[src/hw/rtl/tzas_pkg.sv]
// ----------------------------------------------------------------------------
// tzas_pkg
// Types, codes and reset constants shared by the two-zone alarm supervisor.
// ----------------------------------------------------------------------------
package tzas_pkg;

    localparam int CFG_INDEX_W = 2;
    localparam int CFG_DATA_W  = 16;
    localparam int COUNT_W     = 16;
    localparam int TICKS_W     = 15;

    localparam logic [COUNT_W-1:0] BACKLIGHT_TIMEOUT_RESET = 16'd300;
    localparam logic [TICKS_W-1:0] BUZZER_ON_RESET         = 15'd500;
    localparam logic [TICKS_W-1:0] BUZZER_OFF_RESET        = 15'd500;

    typedef enum logic [CFG_INDEX_W-1:0] {
        REG_BACKLIGHT_TIMEOUT = 2'd0,
        REG_BUZZER_ON_TICKS   = 2'd1,
        REG_BUZZER_OFF_TICKS  = 2'd2
    } cfg_index_t;

    typedef enum logic [1:0] {
        ZONE_HEALTHY = 2'd0,
        ZONE_SHORT   = 2'd1,
        ZONE_FIRE    = 2'd2,
        ZONE_OPEN    = 2'd3
    } zone_status_t;

    typedef struct packed {
        logic [COUNT_W-1:0] backlight_timeout;
        logic [TICKS_W-1:0] buzzer_on_ticks;
        logic [TICKS_W-1:0] buzzer_off_ticks;
    } cfg_t;

    typedef struct packed {
        logic zone1_fire_n;
        logic zone1_open_n;
        logic zone1_short_n;
        logic zone2_fire_n;
        logic zone2_open_n;
        logic zone2_short_n;
        logic battery_low;
        logic silence_req;
        logic lamp_test_n;
        logic evacuate_n;
    } sample_t;

    typedef struct packed {
        logic         hooter_on;
        logic         buzzer_on;
        logic         fire_led_on;
        logic         fault_led_on;
        logic         backlight_on;
        zone_status_t zone1_status;
        zone_status_t zone2_status;
    } result_t;

    function automatic zone_status_t zone_code(input logic fire_n, input logic open_n,
                                               input logic short_n);
        zone_status_t code;
        if (!short_n)
            code = ZONE_SHORT;
        else if (!fire_n)
            code = ZONE_FIRE;
        else if (!open_n)
            code = ZONE_OPEN;
        else
            code = ZONE_HEALTHY;
        return code;
    endfunction

endpackage

[src/hw/rtl/tzas_if.sv]
// ----------------------------------------------------------------------------
// tzas_if
// Valid/ready channels for panel samples and supervisor results.
// ----------------------------------------------------------------------------
interface tzas_sample_if;
    logic valid;
    logic ready;
    logic zone1_fire_n;
    logic zone1_open_n;
    logic zone1_short_n;
    logic zone2_fire_n;
    logic zone2_open_n;
    logic zone2_short_n;
    logic battery_low;
    logic silence_req;
    logic lamp_test_n;
    logic evacuate_n;

    modport source (
        output valid, zone1_fire_n, zone1_open_n, zone1_short_n,
               zone2_fire_n, zone2_open_n, zone2_short_n,
               battery_low, silence_req, lamp_test_n, evacuate_n,
        input  ready
    );
    modport sink (
        input  valid, zone1_fire_n, zone1_open_n, zone1_short_n,
               zone2_fire_n, zone2_open_n, zone2_short_n,
               battery_low, silence_req, lamp_test_n, evacuate_n,
        output ready
    );
endinterface

interface tzas_result_if;
    logic       valid;
    logic       ready;
    logic       hooter_on;
    logic       buzzer_on;
    logic       fire_led_on;
    logic       fault_led_on;
    logic       backlight_on;
    logic [1:0] zone1_status;
    logic [1:0] zone2_status;

    modport source (
        output valid, hooter_on, buzzer_on, fire_led_on, fault_led_on,
               backlight_on, zone1_status, zone2_status,
        input  ready
    );
    modport sink (
        input  valid, hooter_on, buzzer_on, fire_led_on, fault_led_on,
               backlight_on, zone1_status, zone2_status,
        output ready
    );
endinterface

[src/hw/rtl/tzas_cfg_regs.sv]
// ----------------------------------------------------------------------------
// tzas_cfg_regs
// Backlight timeout and buzzer cadence registers behind a plain write port.
// ----------------------------------------------------------------------------
module tzas_cfg_regs (
    input  logic                            clk,
    input  logic                            rst_n,
    input  logic                            cfg_wr_en,
    input  logic [tzas_pkg::CFG_INDEX_W-1:0] cfg_index,
    input  logic [tzas_pkg::CFG_DATA_W-1:0]  cfg_data,
    output tzas_pkg::cfg_t                   cfg
);
    import tzas_pkg::*;

    cfg_t cfg_reg;
    cfg_t cfg_next;

    always_comb
    begin
        cfg_next = cfg_reg;
        if (cfg_wr_en)
        begin
            case (cfg_index)
                REG_BACKLIGHT_TIMEOUT: cfg_next.backlight_timeout = cfg_data;
                REG_BUZZER_ON_TICKS:   cfg_next.buzzer_on_ticks   = cfg_data[TICKS_W-1:0];
                REG_BUZZER_OFF_TICKS:  cfg_next.buzzer_off_ticks  = cfg_data[TICKS_W-1:0];
                default:               cfg_next = cfg_reg;
            endcase
        end
    end

    always_ff @(posedge clk or negedge rst_n)
    begin
        if (!rst_n)
        begin
            cfg_reg.backlight_timeout <= BACKLIGHT_TIMEOUT_RESET;
            cfg_reg.buzzer_on_ticks   <= BUZZER_ON_RESET;
            cfg_reg.buzzer_off_ticks  <= BUZZER_OFF_RESET;
        end
        else
        begin
            cfg_reg <= cfg_next;
        end
    end

    assign cfg = cfg_reg;

endmodule

[src/hw/rtl/tzas_engine.sv]
// ----------------------------------------------------------------------------
// tzas_engine
// Per-tick supervision: silence latches, cadence and backlight counters, and
// the indicator and zone status logic for one sample.
// ----------------------------------------------------------------------------
module tzas_engine (
    input  logic              clk,
    input  logic              rst_n,
    input  logic              step,
    input  tzas_pkg::cfg_t    cfg,
    input  tzas_pkg::sample_t sample,
    output tzas_pkg::result_t result
);
    import tzas_pkg::*;

    logic               zone1_silenced_reg, zone1_silenced_next;
    logic               zone2_silenced_reg, zone2_silenced_next;
    logic               battery_silenced_reg, battery_silenced_next;
    logic [COUNT_W-1:0] cadence_count_reg, cadence_count_next;
    logic [COUNT_W-1:0] backlight_count_reg, backlight_count_next;

    logic               pr1, pr2, fire1, fire2, alarm, normal, cad;
    logic               z1_sil, z2_sil, bat_sil;
    logic [COUNT_W-1:0] cadence_inc, cadence_limit;

    always_comb
    begin
        pr1 = !(sample.zone1_fire_n && sample.zone1_open_n && sample.zone1_short_n);
        pr2 = !(sample.zone2_fire_n && sample.zone2_open_n && sample.zone2_short_n);

        z1_sil  = (pr1 && zone1_silenced_reg) || sample.silence_req;
        z2_sil  = (pr2 && zone2_silenced_reg) || sample.silence_req;
        bat_sil = battery_silenced_reg || sample.silence_req;

        normal = !pr1 && !pr2 && !sample.battery_low && sample.lamp_test_n
                 && sample.evacuate_n;
        alarm  = pr1 || pr2 || sample.battery_low;

        result = '0;
        result.zone1_status = zone_code(sample.zone1_fire_n, sample.zone1_open_n,
                                        sample.zone1_short_n);
        result.zone2_status = zone_code(sample.zone2_fire_n, sample.zone2_open_n,
                                        sample.zone2_short_n);

        // backlight timeout
        backlight_count_next = backlight_count_reg;
        if (normal)
        begin
            if (backlight_count_reg != '0)
            begin
                backlight_count_next = backlight_count_reg - 1'b1;
                result.backlight_on  = 1'b1;
            end
        end
        else
        begin
            backlight_count_next = cfg.backlight_timeout;
            result.backlight_on  = 1'b1;
        end

        // buzzer cadence
        cadence_inc   = cadence_count_reg + 1'b1;
        cadence_limit = {1'b0, cfg.buzzer_on_ticks} + {1'b0, cfg.buzzer_off_ticks};
        fire1 = pr1 && !sample.zone1_fire_n;
        fire2 = pr2 && !sample.zone2_fire_n;
        if (!alarm)
            cadence_count_next = '0;
        else if (cadence_inc > cadence_limit)
            cadence_count_next = '0;
        else
            cadence_count_next = cadence_inc;
        cad = cadence_count_next < {1'b0, cfg.buzzer_on_ticks};

        if (alarm)
        begin
            if (fire1 || fire2)
            begin
                result.fire_led_on = 1'b1;
                if ((fire1 && !z1_sil) || (fire2 && !z2_sil))
                begin
                    result.hooter_on = 1'b1;
                    result.buzzer_on = cad;
                end
            end
            else if ((pr1 && (!sample.zone1_short_n || !sample.zone1_open_n))
                     || (pr2 && (!sample.zone2_short_n || !sample.zone2_open_n)))
            begin
                result.fault_led_on = 1'b1;
                if ((pr1 && !z1_sil) || (pr2 && !z2_sil))
                    result.buzzer_on = cad;
            end
            if (sample.battery_low)
            begin
                result.fault_led_on = 1'b1;
                if (!bat_sil)
                    result.buzzer_on = 1'b1;
            end
        end

        if (!sample.evacuate_n)
        begin
            result.hooter_on   = 1'b1;
            result.buzzer_on   = 1'b1;
            result.fire_led_on = 1'b1;
        end
        if (!sample.lamp_test_n)
        begin
            result.hooter_on    = 1'b1;
            result.buzzer_on    = 1'b1;
            result.fire_led_on  = 1'b1;
            result.fault_led_on = 1'b1;
        end

        zone1_silenced_next   = z1_sil;
        zone2_silenced_next   = z2_sil;
        battery_silenced_next = sample.battery_low && bat_sil;
    end

    always_ff @(posedge clk or negedge rst_n)
    begin
        if (!rst_n)
        begin
            zone1_silenced_reg   <= 1'b0;
            zone2_silenced_reg   <= 1'b0;
            battery_silenced_reg <= 1'b0;
            cadence_count_reg    <= '0;
            backlight_count_reg  <= BACKLIGHT_TIMEOUT_RESET;
        end
        else if (step)
        begin
            zone1_silenced_reg   <= zone1_silenced_next;
            zone2_silenced_reg   <= zone2_silenced_next;
            battery_silenced_reg <= battery_silenced_next;
            cadence_count_reg    <= cadence_count_next;
            backlight_count_reg  <= backlight_count_next;
        end
    end

endmodule

[src/hw/rtl/two_zone_alarm_supervisor.sv]
// ----------------------------------------------------------------------------
// two_zone_alarm_supervisor
// Two-zone fire panel supervisor: one panel sample in, one indicator result
// out, with configurable buzzer cadence and backlight timeout.
// ----------------------------------------------------------------------------
// Each sample is one supervision tick. The block takes one sample per clock
// cycle while its results are taken. The sample is captured in an input
// register, evaluated in one pass against the latches and counters, and the
// result is held in a result register until taken. A stalled result register
// holds the pipeline; the input register still takes one more sample while
// the result waits. Configuration writes go straight to the registers and
// should be made while no sample is in flight.
// ----------------------------------------------------------------------------
module two_zone_alarm_supervisor (
    input  logic                             clk,
    input  logic                             rst_n,
    input  logic                             cfg_wr_en,
    input  logic [tzas_pkg::CFG_INDEX_W-1:0] cfg_index,
    input  logic [tzas_pkg::CFG_DATA_W-1:0]  cfg_data,
    tzas_sample_if.sink                      sample,
    tzas_result_if.source                    result
);
    import tzas_pkg::*;

    cfg_t    cfg;
    sample_t sample_in;
    sample_t s1_item_reg;
    logic    s1_valid_reg, s1_valid_next;
    result_t eval_item;
    result_t out_item_reg;
    logic    out_valid_reg, out_valid_next;
    logic    advance;

    tzas_cfg_regs u_cfg_regs (
        .clk       (clk),
        .rst_n     (rst_n),
        .cfg_wr_en (cfg_wr_en),
        .cfg_index (cfg_index),
        .cfg_data  (cfg_data),
        .cfg       (cfg)
    );

    tzas_engine u_engine (
        .clk    (clk),
        .rst_n  (rst_n),
        .step   (advance),
        .cfg    (cfg),
        .sample (s1_item_reg),
        .result (eval_item)
    );

    assign sample_in = '{
        zone1_fire_n:  sample.zone1_fire_n,
        zone1_open_n:  sample.zone1_open_n,
        zone1_short_n: sample.zone1_short_n,
        zone2_fire_n:  sample.zone2_fire_n,
        zone2_open_n:  sample.zone2_open_n,
        zone2_short_n: sample.zone2_short_n,
        battery_low:   sample.battery_low,
        silence_req:   sample.silence_req,
        lamp_test_n:   sample.lamp_test_n,
        evacuate_n:    sample.evacuate_n
    };

    assign advance      = s1_valid_reg && (!out_valid_reg || result.ready);
    assign sample.ready = !s1_valid_reg || advance;

    always_comb
    begin
        s1_valid_next  = (s1_valid_reg && !advance) || sample.valid;
        out_valid_next = (out_valid_reg && !result.ready) || advance;
    end

    always_ff @(posedge clk or negedge rst_n)
    begin
        if (!rst_n)
        begin
            s1_valid_reg  <= 1'b0;
            out_valid_reg <= 1'b0;
        end
        else
        begin
            s1_valid_reg  <= s1_valid_next;
            out_valid_reg <= out_valid_next;
        end
    end

    always_ff @(posedge clk)
    begin
        if (sample.valid && sample.ready)
            s1_item_reg <= sample_in;
        if (advance)
            out_item_reg <= eval_item;
    end

    assign result.valid        = out_valid_reg;
    assign result.hooter_on    = out_item_reg.hooter_on;
    assign result.buzzer_on    = out_item_reg.buzzer_on;
    assign result.fire_led_on  = out_item_reg.fire_led_on;
    assign result.fault_led_on = out_item_reg.fault_led_on;
    assign result.backlight_on = out_item_reg.backlight_on;
    assign result.zone1_status = out_item_reg.zone1_status;
    assign result.zone2_status = out_item_reg.zone2_status;

endmodule

[src/flat_wrapper.sv]
// flat-port wrapper written by rule: the top's interface ports become plain ports
module two_zone_alarm_supervisor_flat import tzas_pkg::*;
  (clk, rst_n, cfg_wr_en, cfg_index, cfg_data, sample_valid, sample_zone1_fire_n, sample_zone1_open_n, sample_zone1_short_n, sample_zone2_fire_n, sample_zone2_open_n, sample_zone2_short_n, sample_battery_low, sample_silence_req, sample_lamp_test_n, sample_evacuate_n, sample_ready, result_valid, result_hooter_on, result_buzzer_on, result_fire_led_on, result_fault_led_on, result_backlight_on, result_zone1_status, result_zone2_status, result_ready);
  tzas_sample_if sample_i ();
  tzas_result_if result_i ();
  input  logic clk;
  input  logic rst_n;
  input  logic cfg_wr_en;
  input  logic [tzas_pkg::CFG_INDEX_W-1:0] cfg_index;
  input  logic [tzas_pkg::CFG_DATA_W-1:0] cfg_data;
  input wire logic [$bits(sample_i.valid)-1:0] sample_valid;
  input wire logic [$bits(sample_i.zone1_fire_n)-1:0] sample_zone1_fire_n;
  input wire logic [$bits(sample_i.zone1_open_n)-1:0] sample_zone1_open_n;
  input wire logic [$bits(sample_i.zone1_short_n)-1:0] sample_zone1_short_n;
  input wire logic [$bits(sample_i.zone2_fire_n)-1:0] sample_zone2_fire_n;
  input wire logic [$bits(sample_i.zone2_open_n)-1:0] sample_zone2_open_n;
  input wire logic [$bits(sample_i.zone2_short_n)-1:0] sample_zone2_short_n;
  input wire logic [$bits(sample_i.battery_low)-1:0] sample_battery_low;
  input wire logic [$bits(sample_i.silence_req)-1:0] sample_silence_req;
  input wire logic [$bits(sample_i.lamp_test_n)-1:0] sample_lamp_test_n;
  input wire logic [$bits(sample_i.evacuate_n)-1:0] sample_evacuate_n;
  output wire logic [$bits(sample_i.ready)-1:0] sample_ready;
  output wire logic [$bits(result_i.valid)-1:0] result_valid;
  output wire logic [$bits(result_i.hooter_on)-1:0] result_hooter_on;
  output wire logic [$bits(result_i.buzzer_on)-1:0] result_buzzer_on;
  output wire logic [$bits(result_i.fire_led_on)-1:0] result_fire_led_on;
  output wire logic [$bits(result_i.fault_led_on)-1:0] result_fault_led_on;
  output wire logic [$bits(result_i.backlight_on)-1:0] result_backlight_on;
  output wire logic [$bits(result_i.zone1_status)-1:0] result_zone1_status;
  output wire logic [$bits(result_i.zone2_status)-1:0] result_zone2_status;
  input wire logic [$bits(result_i.ready)-1:0] result_ready;
  assign sample_i.valid = sample_valid;
  assign sample_i.zone1_fire_n = sample_zone1_fire_n;
  assign sample_i.zone1_open_n = sample_zone1_open_n;
  assign sample_i.zone1_short_n = sample_zone1_short_n;
  assign sample_i.zone2_fire_n = sample_zone2_fire_n;
  assign sample_i.zone2_open_n = sample_zone2_open_n;
  assign sample_i.zone2_short_n = sample_zone2_short_n;
  assign sample_i.battery_low = sample_battery_low;
  assign sample_i.silence_req = sample_silence_req;
  assign sample_i.lamp_test_n = sample_lamp_test_n;
  assign sample_i.evacuate_n = sample_evacuate_n;
  assign sample_ready = sample_i.ready;
  assign result_valid = result_i.valid;
  assign result_hooter_on = result_i.hooter_on;
  assign result_buzzer_on = result_i.buzzer_on;
  assign result_fire_led_on = result_i.fire_led_on;
  assign result_fault_led_on = result_i.fault_led_on;
  assign result_backlight_on = result_i.backlight_on;
  assign result_zone1_status = result_i.zone1_status;
  assign result_zone2_status = result_i.zone2_status;
  assign result_i.ready = result_ready;
  two_zone_alarm_supervisor u_core (.clk(clk), .rst_n(rst_n), .cfg_wr_en(cfg_wr_en), .cfg_index(cfg_index), .cfg_data(cfg_data), .sample(sample_i), .result(result_i));
endmodule
[config.mk]
export PLATFORM = sky130hd
export DESIGN_NAME = two_zone_alarm_supervisor_flat
export DESIGN_NICKNAME = d
export VERILOG_FILES = /design/src/hw/rtl/tzas_pkg.sv /design/src/hw/rtl/tzas_if.sv /design/src/hw/rtl/tzas_cfg_regs.sv /design/src/hw/rtl/tzas_engine.sv /design/src/hw/rtl/two_zone_alarm_supervisor.sv /design/src/flat_wrapper.sv
export SDC_FILE = /design/constraint.sdc
export NUM_CORES = 1
export LEC_CHECK = 0
export CAP_MARGIN = 20
export CORE_UTILIZATION = 60
export CTS_CLUSTER_DIAMETER = 80
export DETAILED_ROUTE_END_ITERATION = 6
export DONT_BUFFER_PORTS = 1
export PLACE_DENSITY_LB_ADDON = 0.05
export SLEW_MARGIN = 20
export SYNTH_ARGS = -nofsm -noshare
export SYNTH_HDL_FRONTEND = slang
export SYNTH_SLANG_ARGS = --single-unit
[constraint.sdc]
create_clock -name clk -period 9.7 [get_ports clk]
set_input_delay 1.94 -clock clk [delete_from_list [all_inputs] [get_ports clk]]
set_output_delay 1.94 -clock clk [all_outputs]
set_load 0.02 [all_outputs]
== Word level (Yosys, flattened, before mapping) ==
Index checks and enable logic that the tools add are counted.
W data, S select, Z words.
Word-level totals
  flip-flop bits (word level): 102
  input bits: 33
Operators by class
  muxes and demuxes: 21
  reduce and logical (&&, ||, !) cells: 60
  add/sub/neg operators: 3
  eq/ne operators: 3
  $lt $le $gt $ge: 2
Operators by type and width (count)
  $mux W16: 4
  $logic_and A1 B1 Y1: 23
  $add A15 B15 Y16: 1
  $add A16 B1 Y16 const B: 1
  $gt A16 B16 Y1: 1
  $lt A16 B15 Y1: 1
  $reduce_bool A16 Y1: 1
  $sub A16 B1 Y16 const B: 1
  $logic_not A1 Y1: 15
  $logic_or A1 B1 Y1: 15
  $mux W1: 11
  $mux W2: 5
  $reduce_and A2 Y1: 5
  $mux W4: 1
  $eq A2 B1 Y1 const B: 1
  $eq A2 B2 Y1 const B: 1
  $logic_not A2 Y1: 1
  $ne A2 B1 Y1 const B: 1

== Depth between registers and ports, before layout ==
  depth after elaboration: 14
  depth in mapped cells: 22
  gate-level depth less buffers: 21

== Hierarchy ==
A second synthesis with hierarchy kept.
Unflattened totals
  cells, all modules: 555
  area total of the unflattened synthesis: 6043.3 µm²
Modules (own cells, without submodules)
  tzas_engine: sequential area each 880.8 µm², cells an instance 430, instances 1, area an instance 3606.0 µm²
  tzas_cfg_regs: sequential area each 1171.1 µm², cells an instance 98, instances 1, area an instance 1762.9 µm²
  two_zone_alarm_supervisor: sequential area each 620.6 µm², cells an instance 27, instances 1, area an instance 674.4 µm²

== Worst setup path after synthesis ==
No wires, ideal clock.
  path type: register -> register
  from: register u_core.u_cfg_regs.cfg_reg (netlist bit u_core.u_cfg_regs.cfg[0])
  to: register u_core.out_item_reg (netlist bit u_core.result.buzzer_on), data pin
  path buffers: 1
  data required time: 9439 ps
  arrival time: 4838 ps
  period minus slack after synthesis: 5099 ps
  library setup time: 261 ps
  stages on the path, launching flop included: 22
  slack: 4601 ps
  cells stage by stage: dfrtp_1 ha_1 fa_1 a21oi_1 o22ai_1 a2111oi_0 o31ai_1 a21oi_1 xor2_1 ha_1 nand4_1 nor3_1 o21ai_0 o21ai_1 a21o_1 clkbuf_1 nor2_1 ha_1 nand3_1 or4_1 a211o_1 o311a_1
On the way
  longest elaborated chain between the ends: 11
  elaborated cells between the ends (all ways): 12
RTL lines
  start, declared: RTL line tzas_cfg_regs.sv:15  | cfg_t cfg_reg;
  start signal, assigned: RTL line tzas_cfg_regs.sv:42  | cfg_reg <= cfg_next;
  $add A15 B15 Y16 (*): RTL line tzas_engine.sv:63  | cadence_limit = {1'b0, cfg.buzzer_on_ticks} + {1'b0, cfg.buzzer_off_ticks};
  $gt A16 B16 Y1 (*): RTL line tzas_engine.sv:68  | else if (cadence_inc > cadence_limit)
  $mux W16 (*): RTL line tzas_engine.sv:68
  $mux W16 (*): RTL line tzas_engine.sv:66  | if (!alarm)
  net u_core.u_engine.cadence_count_next[14]: RTL line tzas_engine.sv:19  | logic [COUNT_W-1:0] cadence_count_reg, cadence_count_next;
  $lt A16 B15 Y1 (*): RTL line tzas_engine.sv:72  | cad = cadence_count_next < {1'b0, cfg.buzzer_on_ticks};
  $mux W1: RTL line tzas_engine.sv:89  | if ((pr1 && !z1_sil) || (pr2 && !z2_sil))
  $mux W1: RTL line tzas_engine.sv:85  | else if ((pr1 && (!sample.zone1_short_n || !sample.zone1_open_n))
  $mux W1 (*): RTL line tzas_engine.sv:76  | if (fire1 || fire2)
  $mux W1: RTL line tzas_engine.sv:95  | if (!bat_sil)
  $mux W1 (*): RTL line tzas_engine.sv:92  | if (sample.battery_low)
  $mux W4 (*): RTL line tzas_engine.sv:74  | if (alarm)
  end signal, assigned: RTL line two_zone_alarm_supervisor.sv:93  | out_item_reg <= eval_item;
  end, declared: RTL line two_zone_alarm_supervisor.sv:30  | result_t out_item_reg;
Mark *: on every way through the listed nets, which the timed path passes. The rest lies on a longest branch.
A chain may end at the register's enable or synchronous reset.

== Worst setup path after layout ==
Ends and elaborated chain as after synthesis.

==> impl_metrics.env <==
export IMPL_post_route_drc_count=0
export IMPL_largest_reg_flops=46
export IMPL_synth_nets=679
export IMPL_die_x_um=102
export IMPL_maxUsedRoutingLayer="met4"
export IMPL_period_needed_ns=6.09
export IMPL_finalHoldViolCount=0
export IMPL_start_util=0.617
export IMPL_synth_edff_count=19
export IMPL_worstSetupEndpointType="flip-flop"
export IMPL_die_h_um=102
export IMPL_status="completed"
export IMPL_tns_ns=0
export IMPL_ir_drop_mv=0.125
export IMPL_cts_buffers=9
export IMPL_async_flop_share=0.814
export IMPL_p_int_w=0.000905
export IMPL_cts_buffer_depth=2
export IMPL_power_w=0.00138
export IMPL_path_class="flip-flop to flip-flop"
export IMPL_htree_levels=3
export IMPL_p_seq_frac=0.426
export IMPL_num_vias=4311
export IMPL_seq_area_frac_synth=0.443
export IMPL_synth_ff_type="dfrtp_1"
export IMPL_first_global_vias=4128
export IMPL_synth_most_common_cell="dfrtp_1"
export IMPL_clk_pin_slew_ns=0.09
export IMPL_min_path_cells=1
export IMPL_num_rows=36
export IMPL_swShare=0.343
export IMPL_hold_class="flip-flop to flip-flop"
export IMPL_numPortBuffers=0
export IMPL_cts_hold_buf=0
export IMPL_grt_pass1_wl_um=19300
export IMPL_ys_top_cells_by_count="dfrtp_1, ha_1, inv_1"
export IMPL_slew_violations=0
export IMPL_ios=44
export IMPL_ys_types=60
export IMPL_drt_total_wl_um=11800
export IMPL_met2WireLength_um=5600
export IMPL_netlist_area_sq_um=6030
export IMPL_cts_resized=0
export IMPL_firstDrtPassIters=4
export IMPL_synth_top_area_cell="dfrtp_1"
export IMPL_placed_area_sq_um=6140
export IMPL_crit_family="compound AO/OA/AOI/OAI gates"
export IMPL_fin_nets=672
export IMPL_yosys_warnings=0
export IMPL_drive_above_1_share=0.159
export IMPL_crit_cells=21
export IMPL_area_growth_synth_to_final_pct=5.64
export IMPL_crit_path_max_fanout=31
export IMPL_worst_setup_path_start_kind="flip-flop"
export IMPL_max_stage_delay_ns=0.84
export IMPL_antenna_found_initial=0
export IMPL_drtIter0Drc=210
export IMPL_comb_power_share=0.353
export IMPL_slew_headroom=0.296
export IMPL_dpl_hpwl_um=8730
export IMPL_period_share=0.628
export IMPL_cp_num_buf_inv=0
export IMPL_arrival_ns=6.33
export IMPL_synth_top_cell_area_share=0.261
export IMPL_gp_congestion=0.843
export IMPL_finalInstanceArea_sq_um=6370
export IMPL_vias_per_cell=5.91
export IMPL_core_sq_um=9770
export IMPL_die_area_sq_um=10500
export IMPL_ff2ff_path_depth=21
export IMPL_whs_ns=0.496
export IMPL_p_leak_nw=2.73
export IMPL_tritoncts="done"
export IMPL_yosys_register_bits=102
export IMPL_syn_inst=598
export IMPL_clk_latency_ns=0.37
export IMPL_cp_slowest_cell="a21o_1"
export IMPL_r2r_slack_ns=3.61
export IMPL_avgSynthCellArea_sq_um=10.1
export IMPL_grt_overflow=0
export IMPL_track_usage=0.240
export IMPL_cts_setup_buffers=0
export IMPL_setup_viol=0
export IMPL_skew_ns=0.0124
export IMPL_grt_setup_unrepaired="no"
export IMPL_ys_top_cells_by_area="dfrtp_1, ha_1, edfxtp_1"
export IMPL_cts_sinks=102
export IMPL_drv_cap=0
export IMPL_grt_max_degree=84
export IMPL_wl_per_cell_um=16.2
export IMPL_p_per_area_nw_per_um2=216
export IMPL_path_cells="ha_1 > fa_1 > a21oi_1 > o22ai_1 > a2111oi_0 > o31ai_1 > a21oi_1 > xor2_1 > ha_1 > nand4_1 > nor3_1 > o21ai_0 > o21ai_1 > a21o_1 > nor2_1 > ha_1 > nor4b_1 > o21ai_0 > a21oi_1 > a211o_1 > o311a_1"
export IMPL_cts_root_buf="clkbuf_8"
export IMPL_fmax_mhz=164
export IMPL_netSwitchingPower_w=0.000473
export IMPL_pwr_share_clk=0.221
export IMPL_worstMarginPinSlew_ns=1.05
export IMPL_wl_met3_um=387
export IMPL_required_ns=9.94
export IMPL_num_antenna_cells=0
export IMPL_antenna_left=0
export IMPL_wl_met1_um=5690
-- final timing paths --
| check | from | to |
|---|---|---|
| hold reg to reg | u_core.u_engine.backlight_count_reg[2] | u_core.u_engine.backlight_count_reg[2] |
| min in group asynchronous | rst_n | u_core.u_engine.cadence_count_reg[4] |
| setup reg to reg | u_core.u_cfg_regs.cfg[0] | u_core.result.buzzer_on |
| max in group asynchronous | rst_n | u_core.u_cfg_regs.cfg[35] |
| hold / removal | u_core.u_engine.backlight_count_reg[2] | u_core.u_engine.backlight_count_reg[2] |
| setup / recovery | u_core.u_cfg_regs.cfg[0] | u_core.result.buzzer_on |
-- logic make-up (layout without fill, tap and decap cells) --
kind of cell / after synthesis / count (layout) / share of synthesized area
xor gates and xnor gates: 27 / 27 / 0.0392
muxes: 46 / 46 / 0.0859
AOI/OAI and AO/OA: 138 / 138 / 0.148
and+or+nand+nor: 169 / 169 / 0.140
adders and majority gates: 48 / 48 / 0.101
DFF: 102 / 102 / 0.443
buffers and inverters: 68 / 66 / 0.0430
-- worst register-to-register path: cells and delay by family (launching register included) --
kind,cells,cell delay [ns]
xor+xnor,1,0.09
simple gates,4,1.10
flops,1,0.40
fa+ha+maj,4,1.24
compound gates,12,3.13
-- placed cells by master (no fill, tap or decap), drive strengths merged, types with 19 or more instances in the layout --
| cell type | n |
|---|---|
| ha | 47 |
| inv | 48 |
| mux2 | 46 |
| o21ai | 28 |
| dfrtp | 63 |
| a21oi | 42 |
| dfstp | 20 |
| edfxtp | 19 |
| nor3 | 19 |
| nor2 | 45 |
| nand2 | 38 |
-- power by group through the flow --
stage | logic (W) | clock network, W | registers, W
finish | 0.000487 | 0.000304 | 0.000587
global route | 0.000551 | 0.000328 | 0.000597
CTS | 0.000486 | 0.000314 | 0.000586
detailed placement | 0.000485 | 0 | 0.000594
global placement | 0.000464 | 0 | 0.000590
floorplan | 0.000399 | 0 | 0.000572
-- metrics by stage --
stage	utilization	worst slack, ns	std cells
detailed placement	0.628	3.69	713
floorplan	-	4.60	598
CTS	0.652	3.64	729
finish	0.652	3.61	729
global route	0.652	3.00	729
global placement	0.628	3.85	713
-- cell type report --
| class | count | area, sq um |
|---|---|---|
| clock inverter | 4 | 76.3 |
| timing repair buffer | 2 | 15.0 |
| multi-input combinational | 428 | 3100 |
| fill | 798 | 3400 |
| sequential | 102 | 2670 |
| tap | 133 | 166 |
| inverter | 48 | 180 |
| clock buffer | 12 | 156 |
-- routing by layer --
metal | global-route usage | vias up
met3 | 0.0561 | 12
met1 | 0.311 | 2099
met2 | 0.402 | 55
met4 | 0.0703 | 0
met5 | 0 | -
li1 | - | 2145
No activity file was read; power rests on OpenSTA's default activity.
